`src/hw/rtl/ddwc_pkg.sv`:
```
`default_nettype none

package ddwc_pkg;

    // Register indexes on the configuration port
    typedef logic [2:0] t_cfg_idx;
    localparam t_cfg_idx REG_HALF_WIDTH    = 3'd0;
    localparam t_cfg_idx REG_CMD_PER_SPEED = 3'd1;
    localparam t_cfg_idx REG_SPEED_PER_CMD = 3'd2;
    localparam t_cfg_idx REG_INV_TRACK     = 3'd3;
    localparam t_cfg_idx REG_MAX_CMD       = 3'd4;

    localparam int CFG_DATA_W = 24;

    // Reset values
    localparam logic [15:0] HALF_WIDTH_RST    = 16'd19661;
    localparam logic [23:0] CMD_PER_SPEED_RST = 24'd391168;
    localparam logic [23:0] SPEED_PER_CMD_RST = 24'd10980;
    localparam logic [23:0] INV_TRACK_RST     = 24'd109227;
    localparam logic [14:0] MAX_CMD_RST       = 15'd32767;

    // Wheel lanes
    localparam int LANE_R = 0;
    localparam int LANE_L = 1;

    // Quotient bits of the limit scaler (max_cmd is 15 bits)
    localparam int QBITS = 15;

    // Saturation bounds as magnitudes
    localparam logic [33:0] SAT_POS = 34'd32767;
    localparam logic [33:0] SAT_NEG = 34'd32768;

    typedef struct packed {
        logic [15:0] half_width;
        logic [23:0] cmd_per_speed;
        logic [23:0] speed_per_cmd;
        logic [23:0] inv_track;
        logic [14:0] max_cmd;
    } t_cfg;

    // Wheel commands as sign/magnitude plus the limit setup
    typedef struct packed {
        logic [1:0][15:0] mag;
        logic [1:0]       neg;
        logic [15:0]      m;
        logic             limited;
        logic [1:0][29:0] num;
    } t_lim;

    // Final signed commands
    typedef struct packed {
        logic [1:0][15:0] cmd;
        logic             limited;
    } t_cmd;

    function automatic logic [15:0] clamp_mag(input logic neg, input logic [33:0] mag);
        logic [33:0] bound;
        bound = neg ? SAT_NEG : SAT_POS;
        clamp_mag = (mag > bound) ? bound[15:0] : mag[15:0];
    endfunction

    function automatic logic [15:0] apply_sign(input logic neg, input logic [15:0] mag);
        apply_sign = neg ? (~mag + 16'd1) : mag;
    endfunction

    function automatic logic [15:0] sat_signed(input logic neg, input logic [33:0] mag);
        sat_signed = apply_sign(neg, clamp_mag(neg, mag));
    endfunction

endpackage

`default_nettype wire

```
`src/hw/rtl/ddwc_div.sv`:
```
`default_nettype none

// Ratio-keeping scaler: mag * max_cmd / m, one quotient bit per stage,
// then a select stage that forms the signed commands
module ddwc_div (
    input  wire logic            i_clk,
    input  wire logic            i_rst_n,
    input  wire logic            i_valid,
    output logic                 o_ready,
    input  wire ddwc_pkg::t_lim  i_lim,
    output logic                 o_valid,
    input  wire logic            i_ready,
    output ddwc_pkg::t_cmd       o_cmd
);

    localparam int QB = ddwc_pkg::QBITS;
    localparam int NS = QB + 1;

    logic [NS-1:0] r_vld;
    logic [NS-1:0] adv;

    always_comb begin
        adv[NS-1] = !r_vld[NS-1] || i_ready;
        for (int k = NS - 2; k >= 0; k--) begin
            adv[k] = !r_vld[k] || adv[k+1];
        end
    end

    always_ff @(posedge i_clk) begin
        if (!i_rst_n) begin
            r_vld <= '0;
        end else begin
            if (adv[0]) begin
                r_vld[0] <= i_valid;
            end
            for (int k = 1; k < NS; k++) begin
                if (adv[k]) begin
                    r_vld[k] <= r_vld[k-1];
                end
            end
        end
    end

    assign o_ready = adv[0];
    assign o_valid = r_vld[NS-1];

    ddwc_pkg::t_lim          r_pl  [QB];
    logic [1:0][15:0]        r_rem [QB];
    logic [1:0][QB-1:0]      r_q   [QB];

    genvar k;
    generate
        for (k = 0; k < QB; k++) begin : g_step
            ddwc_pkg::t_lim     pl_in;
            logic [1:0][15:0]   rem_in;
            logic [1:0][QB-1:0] q_in;
            logic [1:0][16:0]   trial;
            logic [1:0][16:0]   diff;
            logic [1:0]         ge;
            logic [1:0][15:0]   n_rem;
            logic [1:0][QB-1:0] n_q;

            if (k == 0) begin : g_first
                always_comb begin
                    pl_in = i_lim;
                    for (int l = 0; l < 2; l++) begin
                        rem_in[l] = {1'b0, i_lim.num[l][2*QB-1:QB]};
                    end
                    q_in = '0;
                end
            end else begin : g_next
                always_comb begin
                    pl_in  = r_pl[k-1];
                    rem_in = r_rem[k-1];
                    q_in   = r_q[k-1];
                end
            end

            always_comb begin
                for (int l = 0; l < 2; l++) begin
                    trial[l] = {rem_in[l], pl_in.num[l][QB-1-k]};
                    diff[l]  = trial[l] - {1'b0, pl_in.m};
                    ge[l]    = trial[l] >= {1'b0, pl_in.m};
                    n_rem[l] = ge[l] ? diff[l][15:0] : trial[l][15:0];
                    n_q[l]   = {q_in[l][QB-2:0], ge[l]};
                end
            end

            always_ff @(posedge i_clk) begin
                if (adv[k]) begin
                    r_pl[k]  <= pl_in;
                    r_rem[k] <= n_rem;
                    r_q[k]   <= n_q;
                end
            end
        end
    endgenerate

    // Select scaled or original magnitude, apply sign
    ddwc_pkg::t_cmd r_cmd;
    ddwc_pkg::t_cmd n_cmd;
    ddwc_pkg::t_lim pl_last;

    always_comb begin
        pl_last = r_pl[QB-1];
        for (int l = 0; l < 2; l++) begin
            n_cmd.cmd[l] = ddwc_pkg::apply_sign(pl_last.neg[l],
                pl_last.limited ? {1'b0, r_q[QB-1][l]} : pl_last.mag[l]);
        end
        n_cmd.limited = pl_last.limited;
    end

    always_ff @(posedge i_clk) begin
        if (adv[NS-1]) begin
            r_cmd <= n_cmd;
        end
    end

    assign o_cmd = r_cmd;

endmodule

`default_nettype wire

```
`config.mk`:
```
export PLATFORM = sky130hd
export DESIGN_NAME = ddwc_div
export DESIGN_NICKNAME = d
export VERILOG_FILES = /design/src/hw/rtl/ddwc_pkg.sv /design/src/hw/rtl/ddwc_div.sv
export SDC_FILE = /design/constraint.sdc
export NUM_CORES = 2
export LEC_CHECK = 0
export BUFFER_PORTS_ARGS = -buffer_cell sky130_fd_sc_hd__buf_2
export CAP_MARGIN = 10
export CELL_PAD_IN_SITES_DETAIL_PLACEMENT = 2
export CELL_PAD_IN_SITES_GLOBAL_PLACEMENT = 2
export CORE_ASPECT_RATIO = 1.25
export CORE_MARGIN = 2
export CORE_UTILIZATION = 40
export CTS_CLUSTER_DIAMETER = 100
export DETAILED_ROUTE_END_ITERATION = 10
export GPL_ROUTABILITY_DRIVEN = 0
export PLACE_DENSITY = 0.72
export SLEW_MARGIN = 30
export SYNTH_ARGS = -nofsm -noshare
export SYNTH_HDL_FRONTEND = slang
export SYNTH_SLANG_ARGS = --single-unit
```
`constraint.sdc`:
```
create_clock -name i_clk -period 12.4 [get_ports i_clk]
set_input_delay 2.48 -clock i_clk [delete_from_list [all_inputs] [get_ports i_clk]]
set_output_delay 2.48 -clock i_clk [all_outputs]
set_load 0.01 [all_outputs]
```
==> run metrics <==
status=complete, no violations; Remaining DRCs=0; Max Freq=0.115 GHz; endpoint of the worst register-to-register path=r_rem[1][89]$_DFFE_PP_; Fin Setup TNS=0 ns; CTS Buffer Depth=3; commonest register cell after synthesis=edfxtp_1; critical path endpoint category=output pin; CP arrival=6.20 ns; fin crit share=70.0%; count leader, synth=edfxtp_1; CP max FO=45; post-route antenna net violation count=0; leakage=34.9 nW; Total GRT Usage=29.2%; worst-skew pair later-pin latency=0.87 ns; CTS buffer count=177; Post-layout nets=6719; Worst Tran Pin Value=1.14 ns; grt ovf=0; Post-Synth Simple-Gate Area=7.29%; sequential cell area fraction in the yosys report=64.0%; Yosys top cell by area=edfxtp_1; final WL=296000 um; Max VDD drop=0.000156 V; HP Class=flop to flop; M1 WL=100000 um; hold path startpoint=r_q[0][180]$_DFFE_PP_; Synth Area in Compound Gates=10.7%; initial antenna violation count=48; Port Buf Inserts=149; post_cts resized=0; area delta synth->final=12.9%; relative slew slack=23.2%; Worst-path clk slew=0.07 ns; Slew Viols, Final=0; worst hold slack=0.395 ns; CTS root buffer=clkbuf_16; Final Hold Fails=0; asr flop ratio synth=0%; Die Ht=502 um; Synth Net Count=6448; highest routing layer actually used=met5; die area=0.202 mm2; flops & latches, synth=1696; critical path class=input pin to output pin; Site Rows=182; Worst Path Required=9.92 ns; Detail Placement HPWL=210000 um; list of most frequent post-synthesis cells=1680 x edfxtp_1, 482 x ha_1, 409 x a21oi_1, 404 x inv_1, 384 x nor2_1; post-synthesis mux area share=3.88%; first-iteration detailed-routing DRC count=4380; Initial Util=40.3%; Worst setup endpoint=o_ready; postcts setup bufs=0; Via density=5.98; share of cells above drive strength 1=12.4%; Pwr Density=278 mW/mm2; TritonCTS clock tree=done; number of synthesis warnings=0; drt pass-1 iters=8; clk_skew=0.0873 ns; worst setup path start=i_ready; WL per Instance=33.4 um; Ports=150; largest net degree at the start of global routing=82; post-synthesis xor/xnor area fraction=3.35%; worst r2r path cells=9; hold_buf cts=0; vias in the first global route=58200; syn_area_per_cell=13.6 um2; Area contributors post-synth=edfxtp_1 64%, ha_1 7.6%, mux2_2 3.0%; Mapped Area=0.0794 mm2; clock sink count=1696; H-tree Lvls=4; Core Area=0.197 mm2; # setup viols final=0; RSZ-0062 raised after global routing=no; r2r startpoint=r_pl[1][182]$_DFFE_PP_; Post-synth EDFFs=1680; Mapped Cells=5823; Max-Cap Viols=0; Startpoint Class=input pin; Worst R2R Setup Slack=7.62 ns; met3 wire len=17200 um; Period minus WS final=8.68 ns; Netlist cell types=92; wire length on met2=154000 um; Post-Synth Adder-Cell Area=8.30%; share of the synthesized area in the top cell type=63.6%; die width=402 um; first-pass GRT wire length=424000 um; total number of vias=52900; largest family of logic cells by synthesized area=compound AO/OA/AOI/OAI gates
-- critical path: stages --
cell and delay (ns):
buf_2 0.10, nor2b_1 0.41, inv_1 0.15, buf_4 0.30, nor2_1 0.47, nand2_4 0.14, nor3_2 0.52, and3_1 0.46
and3_1 0.40, nand2_4 0.43, buf_2 0.31
-- cell families after synthesis --
kind of cell | after synthesis
buffers and inverters | 500
AO/OA/AOI/OAI | 1335
flip-flops | 1696
AND/OR/NAND/NOR | 1200
XOR/XNOR | 304
adder cells (fa/ha/maj) | 510
multiplexers | 278
-- where the power goes --
group,total [mW],internal (mW),switching [mW]
Combinational,9.79,3.68,6.11
Sequential,9.39,8.20,1.19
Clock,5.71,3.18,2.53
-- metal layers --
layer  global-route usage (%)  vias up
li1                         -    22600
met1                     29.2    27000
met2                     52.8     2238
met3                     7.69     1100
met4                     20.0       24
met5                    0.144        -
-- cell usage in the layout (no fill, tap or decap), drive strengths merged, types with 71 or more instances in the layout --
master  netlist  layout
nand2b       71      71
a21oi       410     410
nor3        109     109
o21ai       311     311
edfxtp     1680    1680
nor2b       103     103
ha          482     482
a21o        105     105
nor2        384     384
nand2       258     258
clkbuf       50     220
inv         405     411
nand4        71      71
mux2        218     218
o21a        128     128
xnor2       200     200
xor2        104     104
buf          45     187
clkinv        0      74
-- stage by stage --
stage	utilization [%]	cell area, um2	power, mW	std cells	setup WS (ns)
2_1_floorplan	-	79400	14.8	5823	0.602
3_3_place_gp	42.3	83300	17.3	8487	3.85
3_5_place_dp	42.3	83300	18.5	8488	3.38
4_1_cts	45.4	89400	24.6	8819	3.27
5_1_grt	45.4	89500	25.8	8825	3.41
6_report	45.5	89600	24.9	8850	3.72
-- worst min path at each step --
stage	end	slack (ns)	cells past startpoint
2_1_floorplan	r_pl[0][111]$_DFFE_PP_	0.40	0
3_3_place_gp	r_pl[1][726]$_DFFE_PP_	0.40	0
3_5_place_dp	r_q[1][182]$_DFFE_PP_	0.41	0
4_1_cts	r_q[0][211]$_DFFE_PP_	0.39	0
5_1_grt	r_q[1][48]$_DFFE_PP_	0.41	0
6_report	r_q[0][211]$_DFFE_PP_	0.40	0
-- sequential cells by signal, indices dropped and copies added (netlist names) --
signal  count
r_pl      959
o_cmd      33
r_rem     448
r_q       240
r_vld      16
-- final cells by class --
class	count	area, um2
diodes	28	70.1
clock buffers	220	4720
clock inverters	111	1360
fillers	19100	107000
inverters	405	1540
multi-input cells	3627	26800
flip-flops and latches	1696	50800
well taps	2576	3220
repair buffers	187	1080
Power figures use the tool's default switching activity.
