==> src/hw/rtl/ddwc_pkg.sv <==
`default_nettype none

package ddwc_pkg;

    // Register indexes on the configuration port
    typedef logic [2:0] t_cfg_idx;
    localparam t_cfg_idx REG_HALF_WIDTH    = 3'd0;
    localparam t_cfg_idx REG_CMD_PER_SPEED = 3'd1;
    localparam t_cfg_idx REG_SPEED_PER_CMD = 3'd2;
    localparam t_cfg_idx REG_INV_TRACK     = 3'd3;
    localparam t_cfg_idx REG_MAX_CMD       = 3'd4;

    localparam int CFG_DATA_W = 24;

    // Reset values
    localparam logic [15:0] HALF_WIDTH_RST    = 16'd19661;
    localparam logic [23:0] CMD_PER_SPEED_RST = 24'd391168;
    localparam logic [23:0] SPEED_PER_CMD_RST = 24'd10980;
    localparam logic [23:0] INV_TRACK_RST     = 24'd109227;
    localparam logic [14:0] MAX_CMD_RST       = 15'd32767;

    // Wheel lanes
    localparam int LANE_R = 0;
    localparam int LANE_L = 1;

    // Quotient bits of the limit scaler (max_cmd is 15 bits)
    localparam int QBITS = 15;

    // Saturation bounds as magnitudes
    localparam logic [33:0] SAT_POS = 34'd32767;
    localparam logic [33:0] SAT_NEG = 34'd32768;

    typedef struct packed {
        logic [15:0] half_width;
        logic [23:0] cmd_per_speed;
        logic [23:0] speed_per_cmd;
        logic [23:0] inv_track;
        logic [14:0] max_cmd;
    } t_cfg;

    // Wheel commands as sign/magnitude plus the limit setup
    typedef struct packed {
        logic [1:0][15:0] mag;
        logic [1:0]       neg;
        logic [15:0]      m;
        logic             limited;
        logic [1:0][29:0] num;
    } t_lim;

    // Final signed commands
    typedef struct packed {
        logic [1:0][15:0] cmd;
        logic             limited;
    } t_cmd;

    function automatic logic [15:0] clamp_mag(input logic neg, input logic [33:0] mag);
        logic [33:0] bound;
        bound = neg ? SAT_NEG : SAT_POS;
        clamp_mag = (mag > bound) ? bound[15:0] : mag[15:0];
    endfunction

    function automatic logic [15:0] apply_sign(input logic neg, input logic [15:0] mag);
        apply_sign = neg ? (~mag + 16'd1) : mag;
    endfunction

    function automatic logic [15:0] sat_signed(input logic neg, input logic [33:0] mag);
        sat_signed = apply_sign(neg, clamp_mag(neg, mag));
    endfunction

endpackage

`default_nettype wire

==> src/hw/rtl/ddwc_odom.sv <==
`default_nettype none

// Achieved speed and yaw rate from the final commands (5 stages)
module ddwc_odom (
    input  wire logic            i_clk,
    input  wire logic            i_rst_n,
    input  wire logic            i_valid,
    output logic                 o_ready,
    input  wire ddwc_pkg::t_cmd  i_cmd,
    input  wire ddwc_pkg::t_cfg  i_cfg,
    output logic                 o_valid,
    input  wire logic            i_ready,
    output ddwc_pkg::t_cmd       o_cmd,
    output logic [15:0]          o_actual_speed,
    output logic [15:0]          o_actual_turn
);

    localparam int NS = 5;

    logic [NS-1:0] r_vld;
    logic [NS-1:0] adv;

    always_comb begin
        adv[NS-1] = !r_vld[NS-1] || i_ready;
        for (int k = NS - 2; k >= 0; k--) begin
            adv[k] = !r_vld[k] || adv[k+1];
        end
    end

    always_ff @(posedge i_clk) begin
        if (!i_rst_n) begin
            r_vld <= '0;
        end else begin
            if (adv[0]) begin
                r_vld[0] <= i_valid;
            end
            for (int k = 1; k < NS; k++) begin
                if (adv[k]) begin
                    r_vld[k] <= r_vld[k-1];
                end
            end
        end
    end

    assign o_ready = adv[0];
    assign o_valid = r_vld[NS-1];

    // Commands ride along to the output
    ddwc_pkg::t_cmd r_c [NS];

    always_ff @(posedge i_clk) begin
        if (adv[0]) begin
            r_c[0] <= i_cmd;
        end
        for (int k = 1; k < NS; k++) begin
            if (adv[k]) begin
                r_c[k] <= r_c[k-1];
            end
        end
    end

    // s0: difference and sum of commands
    logic [16:0] rc_x;
    logic [16:0] lc_x;
    logic [16:0] r0_d;
    logic [16:0] r0_s;

    assign rc_x = {i_cmd.cmd[ddwc_pkg::LANE_R][15], i_cmd.cmd[ddwc_pkg::LANE_R]};
    assign lc_x = {i_cmd.cmd[ddwc_pkg::LANE_L][15], i_cmd.cmd[ddwc_pkg::LANE_L]};

    always_ff @(posedge i_clk) begin
        if (adv[0]) begin
            r0_d <= rc_x - lc_x;
            r0_s <= rc_x + lc_x;
        end
    end

    // s1: sign/magnitude; both stay within 16 bits after scaling
    logic [16:0] n1_dn;
    logic [16:0] n1_sn;
    logic [15:0] r1_dmag;
    logic [15:0] r1_smag;
    logic        r1_dneg;
    logic        r1_sneg;

    assign n1_dn = ~r0_d + 17'd1;
    assign n1_sn = ~r0_s + 17'd1;

    always_ff @(posedge i_clk) begin
        if (adv[1]) begin
            r1_dmag <= r0_d[16] ? n1_dn[15:0] : r0_d[15:0];
            r1_smag <= r0_s[16] ? n1_sn[15:0] : r0_s[15:0];
            r1_dneg <= r0_d[16];
            r1_sneg <= r0_s[16];
        end
    end

    // s2: times speed_per_cmd
    logic [39:0] r2_pd;
    logic [39:0] r2_ps;
    logic        r2_dneg;
    logic        r2_sneg;

    always_ff @(posedge i_clk) begin
        if (adv[2]) begin
            r2_pd   <= r1_dmag * i_cfg.speed_per_cmd;
            r2_ps   <= r1_smag * i_cfg.speed_per_cmd;
            r2_dneg <= r1_dneg;
            r2_sneg <= r1_sneg;
        end
    end

    // s3: speed = pd / 2^15 saturated; turn partials of ps * inv_track
    logic [15:0] r3_spd;
    logic [43:0] r3_pph;
    logic [43:0] r3_ppl;
    logic        r3_sneg;

    always_ff @(posedge i_clk) begin
        if (adv[3]) begin
            r3_spd  <= ddwc_pkg::sat_signed(r2_dneg, {9'd0, r2_pd[39:15]});
            r3_pph  <= r2_ps[39:20] * i_cfg.inv_track;
            r3_ppl  <= r2_ps[19:0] * i_cfg.inv_track;
            r3_sneg <= r2_sneg;
        end
    end

    // s4: sum partials, Q.40 -> Q.10, saturate
    logic [63:0] n4_full;
    logic [15:0] r4_spd;
    logic [15:0] r4_trn;

    assign n4_full = {r3_pph, 20'd0} + {20'd0, r3_ppl};

    always_ff @(posedge i_clk) begin
        if (adv[4]) begin
            r4_spd <= r3_spd;
            r4_trn <= ddwc_pkg::sat_signed(r3_sneg, n4_full[63:30]);
        end
    end

    assign o_cmd          = r_c[NS-1];
    assign o_actual_speed = r4_spd;
    assign o_actual_turn  = r4_trn;

endmodule

`default_nettype wire

==> config.mk <==
export PLATFORM = sky130hd
export DESIGN_NAME = ddwc_odom
export DESIGN_NICKNAME = d
export VERILOG_FILES = /design/src/hw/rtl/ddwc_pkg.sv /design/src/hw/rtl/ddwc_odom.sv
export SDC_FILE = /design/constraint.sdc
export NUM_CORES = 2
export LEC_CHECK = 0
export CAP_MARGIN = 20
export CORE_ASPECT_RATIO = 0.6
export CORE_UTILIZATION = 45
export CTS_CLUSTER_DIAMETER = 150
export DETAILED_ROUTE_END_ITERATION = 6
export DONT_BUFFER_PORTS = 1
export PLACE_DENSITY_LB_ADDON = 0.25
export SLEW_MARGIN = 5
export SYNTH_ARGS = -nofsm -noshare
export SYNTH_HDL_FRONTEND = slang
export SYNTH_SLANG_ARGS = --single-unit
==> constraint.sdc <==
create_clock -name i_clk -period 21.6 [get_ports i_clk]
set_input_delay 0 -clock i_clk [delete_from_list [all_inputs] [get_ports i_clk]]
set_output_delay 0 -clock i_clk [all_outputs]
set_load 0.02 [all_outputs]
==> impl_summary.md <==
Status
The run finished with clean final reports.

Layout
The multi-input combinational cell area is 51800 µm². The sequential cells in the finished layout cover a total of 12600 µm². The number of inserted filler cells in the final layout is 14800. Of the cells placed in the final design, the portion with a size suffix greater than 1 is 2.14%. The final cell count without fillers is 9411.

In the final design database the tool counted 9397 nets. With fillers left out, the area of the finished cells amounts to 76100 µm². The area growth from synthesis to layout is 5.45%.

Detailed routing
In the routed layout, each cell is associated on average with a via count of 5.20. Before antenna repair, the detailed router went through 7 iterations. Once detail routing completed, the nets flagged for antenna violations numbered 0.

Detailed routing inserted a total of 48900 vias. The per-cell routed wire length is 18.6 µm. The number of design rule violations left after detail routing is 0.

The post-detailed-routing wire length is 175000 µm. The number of DRC markers after the initial detailed-route iteration is 3497.

Clock network
The number of setup buffers added after CTS is 0. The clock tree from TritonCTS is done. The post-cts resize count is 0. The clock buffer count from CTS is 47. Clock latency on the worst-skew pair, taken at its later pin, is 0.67 ns. After clock tree synthesis, the clock-pin slew on the worst setup and hold paths is 0.06 ns. For this design, the sink count on the clock tree is 420. CTS placed an instance of sky130_fd_sc_hd__clkbuf_16 at the clock tree root. In this run the deepest clock path goes through 3 buffers.

The total of hold buffers inserted after clock tree synthesis is 47. The clock tree synthesis step divided the H-tree into 2 levels.

Floorplanning
The horizontal die dimension is 519 µm. The die height is 312 µm. Once the floorplan was initialized, standard cells occupied 45.5% of the core. After floorplanning, the core was divided into 113 placement rows. The top-level port count is 207.

The die covers 162000 µm². The core region is 159000 µm².

Synthesis
Synthesis handed over a netlist of 7457 instances. The cell taking the most area after synthesis is sky130_fd_sc_hd__fa_1. The number of synthesized flops with an enable pin is 415. The async set-or-reset flop fraction in the synthesized netlist is 0%. The commonest cells after synthesis are sky130_fd_sc_hd__inv_1 (1679), sky130_fd_sc_hd__fa_1 (1396), sky130_fd_sc_hd__nand2_1 (1060).

The post-synthesis register bit count is 420. Synthesis produced a netlist with a net count of 9611. The area fraction of the dominant cell type after synthesis is 38.7%. The most frequent cell after synthesis is sky130_fd_sc_hd__inv_1.

The synthesis warning total is 0. Of the synthesized area, sequential elements account for 17.4%. The cell area after technology mapping is 72100 µm². In this run, distinct cell masters in the synthesized netlist total 72. The dominant register cell in the synthesized netlist is sky130_fd_sc_hd__edfxtp_1.

After synthesis, the cell types taking the most area are sky130_fd_sc_hd__fa_1 (39%), sky130_fd_sc_hd__edfxtp_1 (17%), sky130_fd_sc_hd__ha_1 (11%). The average instance area after synthesis is 9.67 µm².

Global routing
The wire length of the first global-routing pass is 287000 µm. The total routing usage reported by global routing is 22.4%. The initial antenna violation count is 1. Entering global routing, the biggest net connects 69 pins.

The via count of the first global-routing pass came to 51600. The total grt overflow is 0.

Placement
The weighted congestion reported at the end of routability-driven placement is 0.867. The instance area at placement is 73700 µm². The instance count after placement with tap cells included is 9264. Detailed placement finished with a half-perimeter wire length of 131000 µm. Buffers placed on the I/O ports in this run total 0.

Worst setup path
The type of destination of the critical path is a flip-flop. The kind of launch point of the worst setup path is a flip-flop. The type of the worst setup path is reg -> reg. Of all nets on the critical path, the largest fanout is 24. Data arrives at the worst endpoint at 9.39 ns. The required time of the critical path is 21.99 ns.

Timing
In the finished design, the share of the clock period the worst path needs comes to 41.7%. The final worst clock skew is 0.0630 ns. The worst slew margin relative to its limit is 17.7%.

The timing-limited maximum frequency is 111 MHz. The number of setup violations in the final report is 0. The setup TNS is 0 ns. The slew at the pin with the worst max-slew slack is 1.23 ns. The number of pins with negative max-slew slack in the final report was 0.

The final number of hold-violating endpoints is 0. The final period demand of the worst path is 9.00 ns. Setup repair after global routing left no endpoint under its margin.

Min path
The classification of the worst-slack hold path is in -> reg.

Flow run
The tool flagged a number of max-cap violations equal to 0.
## critical path, cell delays in order (launching register included)
cell	delay, ns
sky130_fd_sc_hd__edfxtp_1	1.10
sky130_fd_sc_hd__nand2_1	0.21
sky130_fd_sc_hd__fa_1	0.56
sky130_fd_sc_hd__inv_1	0.06
sky130_fd_sc_hd__fa_1	0.53
sky130_fd_sc_hd__inv_1	0.05
sky130_fd_sc_hd__fa_1	0.50
sky130_fd_sc_hd__inv_1	0.07
sky130_fd_sc_hd__fa_1	0.49
sky130_fd_sc_hd__fa_1	0.49
sky130_fd_sc_hd__inv_1	0.05
sky130_fd_sc_hd__fa_1	0.47
sky130_fd_sc_hd__inv_1	0.04
sky130_fd_sc_hd__ha_1	0.35
sky130_fd_sc_hd__a211oi_1	0.33
sky130_fd_sc_hd__nand2_1	0.15
sky130_fd_sc_hd__a211oi_1	0.38
sky130_fd_sc_hd__a21boi_0	0.40
sky130_fd_sc_hd__a221oi_1	0.76
sky130_fd_sc_hd__nor2_1	0.11
sky130_fd_sc_hd__a211oi_1	0.45
sky130_fd_sc_hd__o21ai_0	0.25
sky130_fd_sc_hd__o21ai_0	0.45
sky130_fd_sc_hd__o21ai_0	0.17
sky130_fd_sc_hd__a21oi_1	0.19
sky130_fd_sc_hd__xnor2_1	0.10
## flip-flops by register name (all words and copies together) (netlist names)
signal / cells
o_actual_speed: 16
o_actual_turn: 16
r0_d: 17
r0_s: 16
r1_dmag: 16
r1_dneg: 1
r1_smag: 15
r1_sneg: 1
r2_dneg: 1
r2_pd: 25
r2_ps: 40
r2_sneg: 1
r3_pph: 44
r3_ppl: 24
r3_sneg: 1
r3_spd: 16
r_c: 165
r_vld: 5
## area by class of cell
class                           count  share of cell area, %
Antenna cell                        3                0.00987
Clock buffer                       52                   1.57
Clock inverter                     35                  0.607
Inverter                         1679                   8.29
Multi-Input combinational cell   4990                   68.1
Sequential cell                   420                   16.5
Tap cell                         2127                   3.50
Timing Repair Buffer              105                   1.44
## layout by cell type, fill, tap and decap left out, types with 53 or more instances in the layout
| cell | count |
|---|---|
| sky130_fd_sc_hd__a21o_1 | 66 |
| sky130_fd_sc_hd__a21oi_1 | 172 |
| sky130_fd_sc_hd__and2_1 | 752 |
| sky130_fd_sc_hd__edfxtp_1 | 415 |
| sky130_fd_sc_hd__fa_1 | 1396 |
| sky130_fd_sc_hd__ha_1 | 618 |
| sky130_fd_sc_hd__inv_1 | 1677 |
| sky130_fd_sc_hd__nand2_1 | 1058 |
| sky130_fd_sc_hd__nor2_1 | 142 |
| sky130_fd_sc_hd__nor3_1 | 53 |
| sky130_fd_sc_hd__o21ai_0 | 130 |
| sky130_fd_sc_hd__xnor2_1 | 128 |
| sky130_fd_sc_hd__xor2_1 | 54 |
## worst paths after layout
| kind | start | end | slack (ns) | cells past startpoint |
|---|---|---|---|---|
| worst min-delay path | i_cmd[32] | r_c[0][32] | 0.04 | 1 |
| worst min register to register | r_c[0][82] | r_c[0][115] | 0.41 | 0 |
| worst max-delay path | r1_smag[2] | r2_ps[39] | 12.60 | 25 |
| worst max register to register | r1_smag[2] | r2_ps[39] | 12.60 | 25 |
## routing by layer
layer,GRT usage [%],vias to the layer above,part of all wire [%]
met5,0,-,0
met4,3.88,0,1.5
met3,4.77,161,8.9
met2,31.9,1678,41
met1,35.2,25000,48
li1,-,22100,-
## per-stage QoR
step | utilization [%] | setup WS (ns) | hold slack [ns]
after floorplan | - | 14.25 | 0.0989
after global placement | 46.4 | 12.86 | 0.0991
after detailed placement | 46.4 | 12.77 | 0.0991
after CTS | 47.8 | 12.72 | 0.000622
after global routing | 47.9 | 12.14 | 0.00962
final | 47.9 | 12.60 | 0.0405
## kinds of logic after synthesis
family / Yosys count / share of synthesized area (%)
compound gates: 570 / 4.94
xor+xnor: 182 / 2.21
fa+ha+maj: 2014 / 49.5
buf+inv: 2047 / 10.8
flops: 420 / 17.4
mux: 12 / 0.170
simple gates: 2212 / 14.9
Power is not shown: default switching activity piles up to over one toggle a cycle in this logic, so the estimate is an artifact.
